$ cat src/hw/rtl/rsm_pkg.sv
`timescale 1ns / 1ps
package rsm_pkg;
  typedef struct packed {
    logic signed [15:0] element_value;
    logic               last_in_row;
  } rsm_in_t;

  typedef struct packed {
    logic [15:0] probability;
    logic        last_out;
    logic        row_overflow;
  } rsm_out_t;

  localparam logic [16:0] LOG2E_Q16 = 17'd94548;

  function automatic logic [16:0] pow2_neg(input logic [4:0] k);
    logic [16:0] v;
    case (k)
      5'd0: v = 17'd65536;
      5'd1: v = 17'd62757;
      5'd2: v = 17'd60097;
      5'd3: v = 17'd57549;
      5'd4: v = 17'd55109;
      5'd5: v = 17'd52773;
      5'd6: v = 17'd50535;
      5'd7: v = 17'd48393;
      5'd8: v = 17'd46341;
      5'd9: v = 17'd44376;
      5'd10: v = 17'd42495;
      5'd11: v = 17'd40693;
      5'd12: v = 17'd38968;
      5'd13: v = 17'd37316;
      5'd14: v = 17'd35734;
      5'd15: v = 17'd34219;
      default: v = 17'd32768;
    endcase
    return v;
  endfunction
endpackage

$ cat src/hw/rtl/rsm_exp.sv
`timescale 1ns / 1ps
// exp(-d) in Q1.16, three register stages
module rsm_exp (
  input  logic        clk,
  input  logic [15:0] d,
  output logic [16:0] e
);
  import rsm_pkg::*;

  logic [32:0] prod_r;
  logic [16:0] t_hi_r, t_lo_r;
  logic [11:0] frac_r;
  logic [16:0] ip_r;
  logic [16:0] m;
  logic [16:0] diff;
  logic [28:0] dr;
  logic [16:0] mq_r;
  logic [16:0] ip2_r;
  logic [24:0] t;
  logic [17:0] rnd;
  logic [17:0] mm;

  assign t = 25'((prod_r + 33'd128) >> 8);

  always_ff @(posedge clk) begin
    prod_r <= 33'(d) * 33'(LOG2E_Q16);
    t_hi_r <= pow2_neg({1'b0, t[15:12]});
    t_lo_r <= pow2_neg({1'b0, t[15:12]} + 5'd1);
    frac_r <= t[11:0];
    ip_r   <= {8'd0, t[24:16]};
    mq_r   <= m;
    ip2_r  <= ip_r;
  end

  always_comb begin
    diff = t_hi_r - t_lo_r;
    dr   = 29'(diff) * 29'(frac_r) + 29'd2048;
    m    = t_hi_r - 17'(dr >> 12);
    rnd  = '0;
    mm   = '0;
    if (ip2_r >= 17'd17) begin
      e = '0;
    end else if (ip2_r == 17'd0) begin
      e = mq_r;
    end else begin
      rnd = 18'd1 << (ip2_r[4:0] - 5'd1);
      mm  = 18'(mq_r) + rnd;
      e   = 17'(mm >> ip2_r[4:0]);
    end
  end
endmodule

$ cat src/hw/rtl/rsm_div.sv
`timescale 1ns / 1ps
// restoring divider, one quotient bit per cycle
module rsm_div (
  input  logic        clk,
  input  logic        rst_n,
  input  logic        start,
  input  logic [39:0] num,
  input  logic [22:0] den,
  output logic        done,
  output logic [15:0] quo
);
  logic [39:0] q_r, q_nxt;
  logic [23:0] rem_r, rem_nxt;
  logic [5:0]  cnt_r, cnt_nxt;
  logic        busy_r, busy_nxt;
  logic        done_r, done_nxt;
  logic [24:0] trial;

  assign done = done_r;
  assign quo  = (q_r[39:16] != 24'd0) ? 16'hFFFF : q_r[15:0];

  always_comb begin
    q_nxt = q_r; rem_nxt = rem_r; cnt_nxt = cnt_r;
    busy_nxt = busy_r; done_nxt = 1'b0;
    trial = '0;
    if (start) begin
      q_nxt = num; rem_nxt = '0; cnt_nxt = 6'd40; busy_nxt = 1'b1;
    end else if (busy_r) begin
      trial = {rem_r, q_r[39]} - {2'b0, den};
      if (!trial[24]) begin
        rem_nxt = trial[23:0];
        q_nxt   = {q_r[38:0], 1'b1};
      end else begin
        rem_nxt = {rem_r[22:0], q_r[39]};
        q_nxt   = {q_r[38:0], 1'b0};
      end
      cnt_nxt = cnt_r - 6'd1;
      if (cnt_r == 6'd1) begin
        busy_nxt = 1'b0; done_nxt = 1'b1;
      end
    end
  end

  always_ff @(posedge clk) begin
    q_r <= q_nxt; rem_r <= rem_nxt; cnt_r <= cnt_nxt;
    if (!rst_n) begin
      busy_r <= 1'b0; done_r <= 1'b0;
    end else begin
      busy_r <= busy_nxt; done_r <= done_nxt;
    end
  end
endmodule

$ cat src/hw/rtl/row_softmax.sv
`timescale 1ns / 1ps
// Elements are stored at one per cycle while the row is open, up to MAX_COLS; later ones are dropped.
// On the last element: an exp pass over the stored elements, then per element a
// serial divide plus output; each divide starts only after the last result is registered.
// Not ready during the exp, divide and output passes.
// Reset (synchronous, rst_n low) empties the row; stores stay undefined.
module row_softmax #(
  parameter int MAX_COLS = 64
) (
  input  logic              clk,
  input  logic              rst_n,
  input  logic              in_valid,
  output logic              in_ready,
  input  rsm_pkg::rsm_in_t  in_data,
  output logic              out_valid,
  input  logic              out_ready,
  output rsm_pkg::rsm_out_t out_data
);
  import rsm_pkg::*;

  localparam int AW = (MAX_COLS > 1) ? $clog2(MAX_COLS) : 1;
  localparam int CW = $clog2(MAX_COLS + 1);
  localparam logic [2:0] S_LOAD = 3'd0, S_EXP = 3'd1, S_DIV = 3'd2,
                         S_WAIT = 3'd3, S_OUT = 3'd4;

  logic [15:0] row_mem [MAX_COLS];
  logic [16:0] exp_mem [MAX_COLS];

  logic [2:0]  state_r, state_nxt;
  logic [CW-1:0] cnt_r, cnt_nxt;
  logic [CW-1:0] idx_r, idx_nxt;
  logic [CW-1:0] widx_r, widx_nxt;
  logic signed [15:0] max_r, max_nxt;
  logic [22:0] sum_r, sum_nxt;
  logic        ovf_r, ovf_nxt;
  logic [3:0]  vld_r, vld_nxt;
  logic [15:0] rd_row_r;
  logic [16:0] rd_exp_r;
  logic [15:0] d;
  logic [16:0] e;
  logic        div_start;
  logic        div_done;
  logic [15:0] quo;
  rsm_out_t    out_r, out_nxt;
  logic        ov_r, ov_nxt;
  logic        acc;

  rsm_exp u_exp (.clk(clk), .d(d), .e(e));
  rsm_div u_div (.clk(clk), .rst_n(rst_n), .start(div_start),
                 .num({7'd0, rd_exp_r, 16'd0} + {17'd0, 1'b0, sum_r[22:1]}),
                 .den(sum_r), .done(div_done), .quo(quo));

  assign in_ready  = (state_r == S_LOAD);
  assign acc       = in_valid && in_ready;
  assign out_valid = ov_r;
  assign out_data  = out_r;
  assign d = 16'(max_r - $signed(rd_row_r));

  always_ff @(posedge clk) begin
    if (acc && cnt_r < CW'(MAX_COLS)) row_mem[cnt_r[AW-1:0]] <= in_data.element_value;
    rd_row_r <= row_mem[idx_r[AW-1:0]];
    if (state_r == S_EXP && vld_r[3]) exp_mem[widx_r[AW-1:0]] <= e;
    rd_exp_r <= exp_mem[idx_nxt[AW-1:0]];
  end

  always_comb begin
    state_nxt = state_r; cnt_nxt = cnt_r; idx_nxt = idx_r; widx_nxt = widx_r;
    max_nxt = max_r; sum_nxt = sum_r; ovf_nxt = ovf_r; vld_nxt = vld_r;
    out_nxt = out_r; ov_nxt = ov_r; div_start = 1'b0;
    if (ov_r && out_ready) ov_nxt = 1'b0;
    unique case (state_r)
      S_LOAD: if (acc) begin
        if (cnt_r < CW'(MAX_COLS)) begin
          cnt_nxt = cnt_r + CW'(1);
          if (in_data.element_value > max_r) max_nxt = in_data.element_value;
        end else ovf_nxt = 1'b1;
        if (in_data.last_in_row) begin
          state_nxt = S_EXP; idx_nxt = '0; widx_nxt = '0; sum_nxt = '0; vld_nxt = '0;
        end
      end
      S_EXP: begin
        // elements in flight through the read register and the exp stages
        vld_nxt = {vld_r[2:0], idx_r < cnt_r};
        if (idx_r < cnt_r) idx_nxt = idx_r + CW'(1);
        if (vld_r[3]) begin
          sum_nxt  = sum_r + 23'(e);
          widx_nxt = widx_r + CW'(1);
        end
        if (vld_r == 4'd0 && idx_r >= cnt_r && idx_r != '0) begin
          state_nxt = S_DIV; idx_nxt = '0;
        end
      end
      S_DIV: begin
        div_start = 1'b1; state_nxt = S_WAIT;
      end
      S_WAIT: if (div_done) state_nxt = S_OUT;
      S_OUT: if (!ov_r || out_ready) begin
        ov_nxt = 1'b1;
        out_nxt.probability  = quo;
        out_nxt.last_out     = (idx_r + CW'(1) == cnt_r);
        out_nxt.row_overflow = ovf_r;
        if (idx_r + CW'(1) == cnt_r) begin
          state_nxt = S_LOAD; cnt_nxt = '0; max_nxt = 16'sh8000;
          sum_nxt = '0; ovf_nxt = 1'b0;
        end else begin
          idx_nxt = idx_r + CW'(1); state_nxt = S_DIV;
        end
      end
      default: state_nxt = S_LOAD;
    endcase
  end

  always_ff @(posedge clk) begin
    idx_r <= idx_nxt; widx_r <= widx_nxt; sum_r <= sum_nxt; out_r <= out_nxt;
    if (!rst_n) begin
      state_r <= S_LOAD; cnt_r <= '0; max_r <= 16'sh8000; ovf_r <= 1'b0;
      vld_r <= '0; ov_r <= 1'b0;
    end else begin
      state_r <= state_nxt; cnt_r <= cnt_nxt; max_r <= max_nxt; ovf_r <= ovf_nxt;
      vld_r <= vld_nxt; ov_r <= ov_nxt;
    end
  end

  a_cnt: assert property (@(posedge clk) disable iff (!rst_n)
    cnt_r <= CW'(MAX_COLS)) else $error("count overrun");
  a_rdy: assert property (@(posedge clk) disable iff (!rst_n)
    (state_r == S_WAIT) |-> !in_ready) else $error("ready during divide");
  a_hold: assert property (@(posedge clk) disable iff (!rst_n)
    (out_valid && !out_ready) |=> (out_valid && $stable(out_data)))
    else $error("result changed while waiting");
endmodule

$ cat config.mk
export PLATFORM = sky130hd
export DESIGN_NAME = row_softmax
export DESIGN_NICKNAME = d
export VERILOG_FILES = /design/src/hw/rtl/rsm_pkg.sv /design/src/hw/rtl/rsm_exp.sv /design/src/hw/rtl/rsm_div.sv /design/src/hw/rtl/row_softmax.sv
export SDC_FILE = /design/constraint.sdc
export NUM_CORES = 2
export LEC_CHECK = 0
export BUFFER_PORTS_ARGS = -buffer_cell sky130_fd_sc_hd__buf_2
export CAP_MARGIN = 15
export CORE_ASPECT_RATIO = 0.8
export CORE_UTILIZATION = 45
export CTS_BUF_LIST = sky130_fd_sc_hd__clkbuf_8
export DETAILED_ROUTE_END_ITERATION = 6
export GPL_ROUTABILITY_DRIVEN = 0
export PLACE_DENSITY_LB_ADDON = 0.25
export SYNTH_ARGS = -nofsm -noshare
export SYNTH_HDL_FRONTEND = slang
export SYNTH_SLANG_ARGS = --single-unit
$ cat constraint.sdc
create_clock -name clk -period 9.7 [get_ports clk]
set_input_delay 0.97 -clock clk [delete_from_list [all_inputs] [get_ports clk]]
set_output_delay 0.97 -clock clk [all_outputs]
set_load 0.01 [all_outputs]
## Word-level counts from Yosys, hierarchy flattened

Memories as Yosys holds them, arrays and structs flattened. A register that Yosys moved wholly into a read port is not among the register bits.
Index checks and enable logic that the tools add are counted.

| operators by class | value |
|---|---|
| multipliers | 2 |
| magnitude comparators | 5 |
| bitwise logic cells | 2 |
| $add $sub $neg | 15 |
| equal/unequal tests | 18 |
| shift-type cells | 2 |
| mux-type cells | 61 |
| reduce and logical (&&, ||, !) cells | 27 |

Operators with widths:

| cell | count |
|---|---|
| $mux W23 | 5 |
| $mux W7 | 13 |
| $mux W16 | 5 |
| $mux W40 | 2 |
| $pmux W23 S3 | 1 |
| $add A33 B22 Y34 | 1 |
| $mux W17 | 2 |
| $sub A17 B17 Y17 | 2 |
| $add A33 B8 Y33 const B | 1 |
| $pmux W16 S2 | 1 |
| $mul A16 B15 Y31 const B | 1 |
| $add A29 B12 Y29 const B | 1 |
| $mul A17 B12 Y29 | 1 |
| $pmux W7 S2 | 2 |
| $sub A25 B23 Y25 | 1 |
| $mux W24 | 1 |
| $reduce_bool A24 Y1 | 1 |
| $add A23 B17 Y23 | 1 |
| $add A7 B1 Y7 const B | 3 |
| $pmux W7 S3 | 1 |
| $add A17 B18 Y18 | 1 |
| $reduce_and A6 Y1 | 3 |
| $shl A1 B5 Y18 const A | 1 |
| $shr A18 B5 Y17 | 1 |
| 39 further kinds | 80 |

| storage, ports and cells | value |
|---|---|
| register bits | 237 |
| memories | 4 |
| RAM bits | 2112 |
| bits in read-only memories | 544 |
| input port bits | 21 |
| logic and storage cells | 159 |
| output and inout bits | 20 |

Memories:

| name | words | width | read ports | clocked after memory_dff | write ports | line | text |
|---|---|---|---|---|---|---|---|
| exp_mem | 64 | 17 | 1 | 1 | 1 | row_softmax.sv:27 | `logic [16:0] exp_mem [MAX_COLS];` |
| row_mem | 64 | 16 | 1 | 1 | 1 | row_softmax.sv:26 | `logic [15:0] row_mem [MAX_COLS];` |
| (no name shown) | 16 | 17 | 1 | 1 | 0 | rsm_pkg.sv:18 | `case (k)` |
| (no name shown) | 16 | 17 | 1 | 1 | 0 | rsm_pkg.sv:18 |  |

## Depth between registers and ports, before layout

| logic depth | value |
|---|---|
| depth after elaboration | 9 |
| mapped depth | 44 |
| gate-level depth less buffers | 43 |

## Hierarchy

From an unflattened synthesis, not the netlist that was laid out.

| second synthesis, totals | value |
|---|---|
| cell total of the unflattened synthesis | 7685 |
| area, all modules | 111782.2 um^2 |

By module, submodules not included:

| module | times used | cells each | area an instance (um^2) |
|---|---|---|---|
| row_softmax | 1 | 5022 | 88232.1 |
| rsm_exp | 1 | 2180 | 18866.8 |
| rsm_div | 1 | 483 | 4683.2 |

## Worst setup path before layout

Ideal clock, no wire load.

| path | value |
|---|---|
| kind | register to register |
| start point | register u_exp.ip2_r[1] |
| end point | register sum_r[22], data pin |
| arrival time | 10247 ps |
| setup slack | -813 ps |
| cell stages (with the launch flop) | 31 |
| cell sequence | dfxtp_1 > clkbuf_1 > clkbuf_1 > buf_1 > clkbuf_1 > nand3_1 > nor3_1 > fa_1 > a21oi_1 > or3b_1 > and4_1 > o31ai_1 > a21oi_1 > xnor2_1 > mux2_2 > o221ai_1 > mux2i_1 > a21oi_1 > o41ai_1 > ha_1 > nor2b_1 > o21ai_0 > a21boi_0 > o21ai_0 > a21boi_0 > o21ai_0 > a21oi_1 > o311a_1 > o2111ai_1 > xnor2_1 > nor2_1 |

| between the ends | value |
|---|---|
| cells in the longest elaborated chain, start to end | 9 |

RTL lines:

| item | line | text |
|---|---|---|
| start: declaration | rsm_exp.sv:18 | `logic [16:0] ip2_r;` |
| start signal: assignment | rsm_exp.sv:32 | `ip2_r <= ip_r;` |
| $sub A5 B1 Y5 | rsm_exp.sv:46 | `rnd = 18'd1 << (ip2_r[4:0] - 5'd1);` |
| $shl A1 B5 Y18 | rsm_exp.sv:46 |  |
| $add A17 B18 Y18 | rsm_exp.sv:47 | `mm = 18'(mq_r) + rnd;` |
| $shr A18 B5 Y17 | rsm_exp.sv:48 | `e = 17'(mm >> ip2_r[4:0]);` |
| $mux W17 | rsm_exp.sv:43 | `end else if (ip2_r == 17'd0) begin` |
| $mux W17 * | rsm_exp.sv:41 | `if (ip2_r >= 17'd17) begin` |
| net e[2] | row_softmax.sv:40 | `logic [16:0] e;` |
| $add A23 B17 Y23 * | row_softmax.sv:86 | `sum_nxt = sum_r + 23'(e);` |
| $mux W23 * | row_softmax.sv:85 | `if (vld_r[3]) begin` |
| $pmux W23 S3 * | row_softmax.sv:71 | `unique case (state_r)` |
| end signal: assignment | row_softmax.sv:114 | `idx_r <= idx_nxt; widx_r <= widx_nxt; sum_r <= sum_nxt; out_r <= out_nxt;` |
| end: declaration | row_softmax.sv:34 | `logic [22:0] sum_r, sum_nxt;` |

The timed path passes the listed nets; every way through them passes the cells marked *. The select of a mux whose other input is x is not followed.
A chain may end at the register's enable or synchronous reset.

## Worst setup path in the final report

| path | value |
|---|---|
| start point | register u_exp.t_hi_r[0] |
| end point | register u_exp.mq_r[16] |

| between the ends | value |
|---|---|
| cells in the longest elaborated chain, start to end | 4 |

RTL lines:

| item | line | text |
|---|---|---|
| start: declaration | rsm_exp.sv:11 | `logic [16:0] t_hi_r, t_lo_r;` |
| $sub A17 B17 Y17 | rsm_exp.sv:36 | `diff = t_hi_r - t_lo_r;` |
| $mul A17 B12 Y29 | rsm_exp.sv:37 | `dr = 29'(diff) * 29'(frac_r) + 29'd2048;` |
| $add A29 B12 Y29 | rsm_exp.sv:37 |  |
| $sub A17 B17 Y17 * | rsm_exp.sv:38 | `m = t_hi_r - 17'(dr >> 12);` |
| net u_exp.m[16] | rsm_exp.sv:14 | `logic [16:0] m;` |
| end signal: assignment | rsm_exp.sv:31 | `mq_r <= m;` |
| end: declaration | rsm_exp.sv:17 | `logic [16:0] mq_r;` |

The timed path passes the listed nets; every way through them passes the cells marked *.

==> impl_metrics.toml <==
[setup_path]
slowest_stage = "fa_1"
critical_path.max_fanout = 4
cpPeakStageDelay_ps = 540
cp.arrival_ps = 9850
startpoint_type = "flop"
crit_top_cell = "fa_1"
crit_path_start = "u_exp.t_hi_r[0]"
worstSetupEndpointType = "flop"
cp.required_ps = 10540
worstReg2RegStart = "u_exp.t_hi_r[0]"
path_class = "reg -> reg"

[detailed_routing]
dr.pass1.iters = 6
wl_mm = 295
drtAntennaViolNets = 0
drc = 0
routedWlPerCell_um = 24.7
vias = 68700
first_iter_violations = 7518
drt-vias-per-instance = 5.74

[timing]
period_minus_slack_ps = 9010
rsz0062_at_grt = "false"
clock_skew_ps = 147
fin_setup_tns_ps = 0
setup-violations-final = 0
fmax_ghz = 0.111
maxSlewViolCount = 0
hold_viol_final = 0
max_slew_margin_pct = 6.81
worstMarginPinSlew_ps = 1360
period_share_pct = 92.9

[global_route]
grt_pass1_wl_mm = 437
first_global_vias = 66900
grt_antenna_before_repair = 25
grt_start_max_net_pins = 197
grt_usage_pct = 23.6
grt_overflow_total = 0

[synth]
synth_edf_count = 2200
yosys.area.top_type_share_pct = 59.8
ys.flop_type = "edfxtp_1"
syn_nets = 8731
yosysSeqAreaShare_pct = 63.6
synth-seq-cells = 2410
synth_top_area_cell = "edfxtp_1"
postSynthCellCount = 8120
ys_top_cells_by_area = "edfxtp_1 (60%), ha_1 (4.1%), mux4_2 (4.1%)"
synth.distinct_cells = 90
syn_area_sq_um = 111000
async_reset_ff_share_pct = 0
syn_avg_cell_area_sq_um = 13.6
yosysWarnings = 0

[floorplan]
dieArea_sq_um = 248000
fp.dieW_um = 556
start_util_pct = 45.3
std_cell_rows = 162
io_pins = 41
design.core.area_sq_um = 244000
die-height_um = 445

[cts]
ctsRootBufferMaster = "clkbuf_8"
path_clk_slew_ps = 60
clock_sinks = 2410
htreeDepth = 5
clockBufferDepth = 4
cts_setup_buffers = 0
tritoncts = "done"
worstSkewPairLatency_ps = 1050
cts_hold_buf = 0
cts_inserted_buffers = 383
post_cts_resized = 0

[final_layout]
drive_above_1_share_pct = 12.1
finalNetCount = 8995
area_delta_synth_final_pct = 10.6
fillCellCount = 20700

[worst_hold_path]
min_path_type = "in -> reg"
hold_start = "in_valid"

[outcome]
status = "completed"

[run]
drv_cap = 0

[placed_design]
dp_hpwl_mm = 184
port_buffers = 40
## synth_stat cells, drive strengths merged (44+ instances only)
library cell,instances
a21o,44
a21oi,177
a41oi,52
and2,117
buf,160
clkbuf,244
dfxtp,210
edfxtp,2200
fa,226
ha,364
inv,421
mux2i,373
mux4,201
nand2,1176
nand3,740
nor2,329
nor2b,62
nor3,55
o21ai,167
o221ai,78
o22ai,51
xnor2,142
xor2,56
## through the flow
step	setup WS (ps)	util [%]	instance area, sq um	hold slack [ps]	cells
detailed placement	373	47.3	115000	318	11300
global placement	371	47.3	115000	313	11300
finish	693	50.2	122000	304	12000
global route	7.09	50.2	122000	309	12000
CTS	334	50.1	122000	239	12000
floorplan	540	-	111000	310	8120
## area by class of cell
class / count / area [sq um] / area share (%)
Antenna cell: 6 / 15.0 / 0.0123
Clock buffer: 408 / 5620 / 4.59
Clock inverter: 270 / 1360 / 1.11
Inverter: 424 / 1600 / 1.31
Multi-Input combinational cell: 4882 / 37200 / 30.4
Sequential cell: 2410 / 70300 / 57.5
Tap cell: 3280 / 4100 / 3.36
Timing Repair Buffer: 283 / 2100 / 1.71
## registers in the layout (all words and copies together) (netlist names), 16 cells and up
signal	flops
u_exp.t_lo_r	17
u_exp.prod_r	26
max_r	16
out_data	18
rd_row_r	16
exp_mem	1088
sum_r	23
u_exp.t_hi_r	17
u_exp.mq_r	17
u_div.rem_r	24
u_div.q_r	40
row_mem	1024
rd_exp_r	17
## cell usage in the layout, fill, tap and decap left out, drive strengths merged, types with 15 or more instances in the layout
master  instances
xor2           56
nand3         740
nor4           19
o22ai          51
dfxtp         210
nand2        1176
a211oi         37
buf           282
and3           31
and2          117
a21o           44
inv           562
or3            34
mux4          201
xnor2         142
nor2b          62
ha            364
clkbuf        409
a22oi          26
a31oi          23
mux2i         373
nor3           55
nand2b         39
o21ai         167
a41oi          52
a21oi         177
edfxtp       2200
clkinv        118
nand4          28
a32oi          19
o21bai         15
o21a           18
nor2          329
o221ai         78
or4            18
fa            226
## kinds of logic after synthesis
| family | after synthesis | synth area share (%) |
|---|---|---|
| AO/OA/AOI/OAI | 812 | 4.96 |
| XOR/XNOR | 199 | 1.63 |
| adder cells (fa/ha/maj) | 590 | 8.21 |
| buffers and inverters | 828 | 3.01 |
| flip-flops | 2410 | 63.6 |
| multiplexers | 585 | 7.58 |
| AND/OR/NAND/NOR | 2696 | 11.0 |
## metal layers
metal	part of all wire (%)	track usage (%)	vias up	wire length, um
met3	10	5.46	461	29600
li1	-	-	30500	-
met2	43	33.8	2966	126000
met4	2.4	6.62	18	7220
met1	45	35.7	34700	132000
met5	0.041	0	-	122
## final timing paths
check	end	slack, ps	depth (start not counted)
max reg2reg	u_exp.mq_r[16]	690	41
min	ovf_r	300	3
min reg2reg	u_exp.ip2_r[5]	330	0
max	u_exp.mq_r[16]	690	41
## critical path: cells and delay by family, from the launching register on
| kind | cells | cell delay [ps] |
|---|---|---|
| AO/OA/AOI/OAI | 16 | 2940 |
| buffers and inverters | 5 | 260 |
| XOR/XNOR | 4 | 580 |
| flip-flops | 1 | 310 |
| adder cells (fa/ha/maj) | 9 | 3690 |
| AND/OR/NAND/NOR | 7 | 1130 |
Power is not shown: default switching activity piles up to over one toggle a cycle in this logic, so the estimate is an artifact.
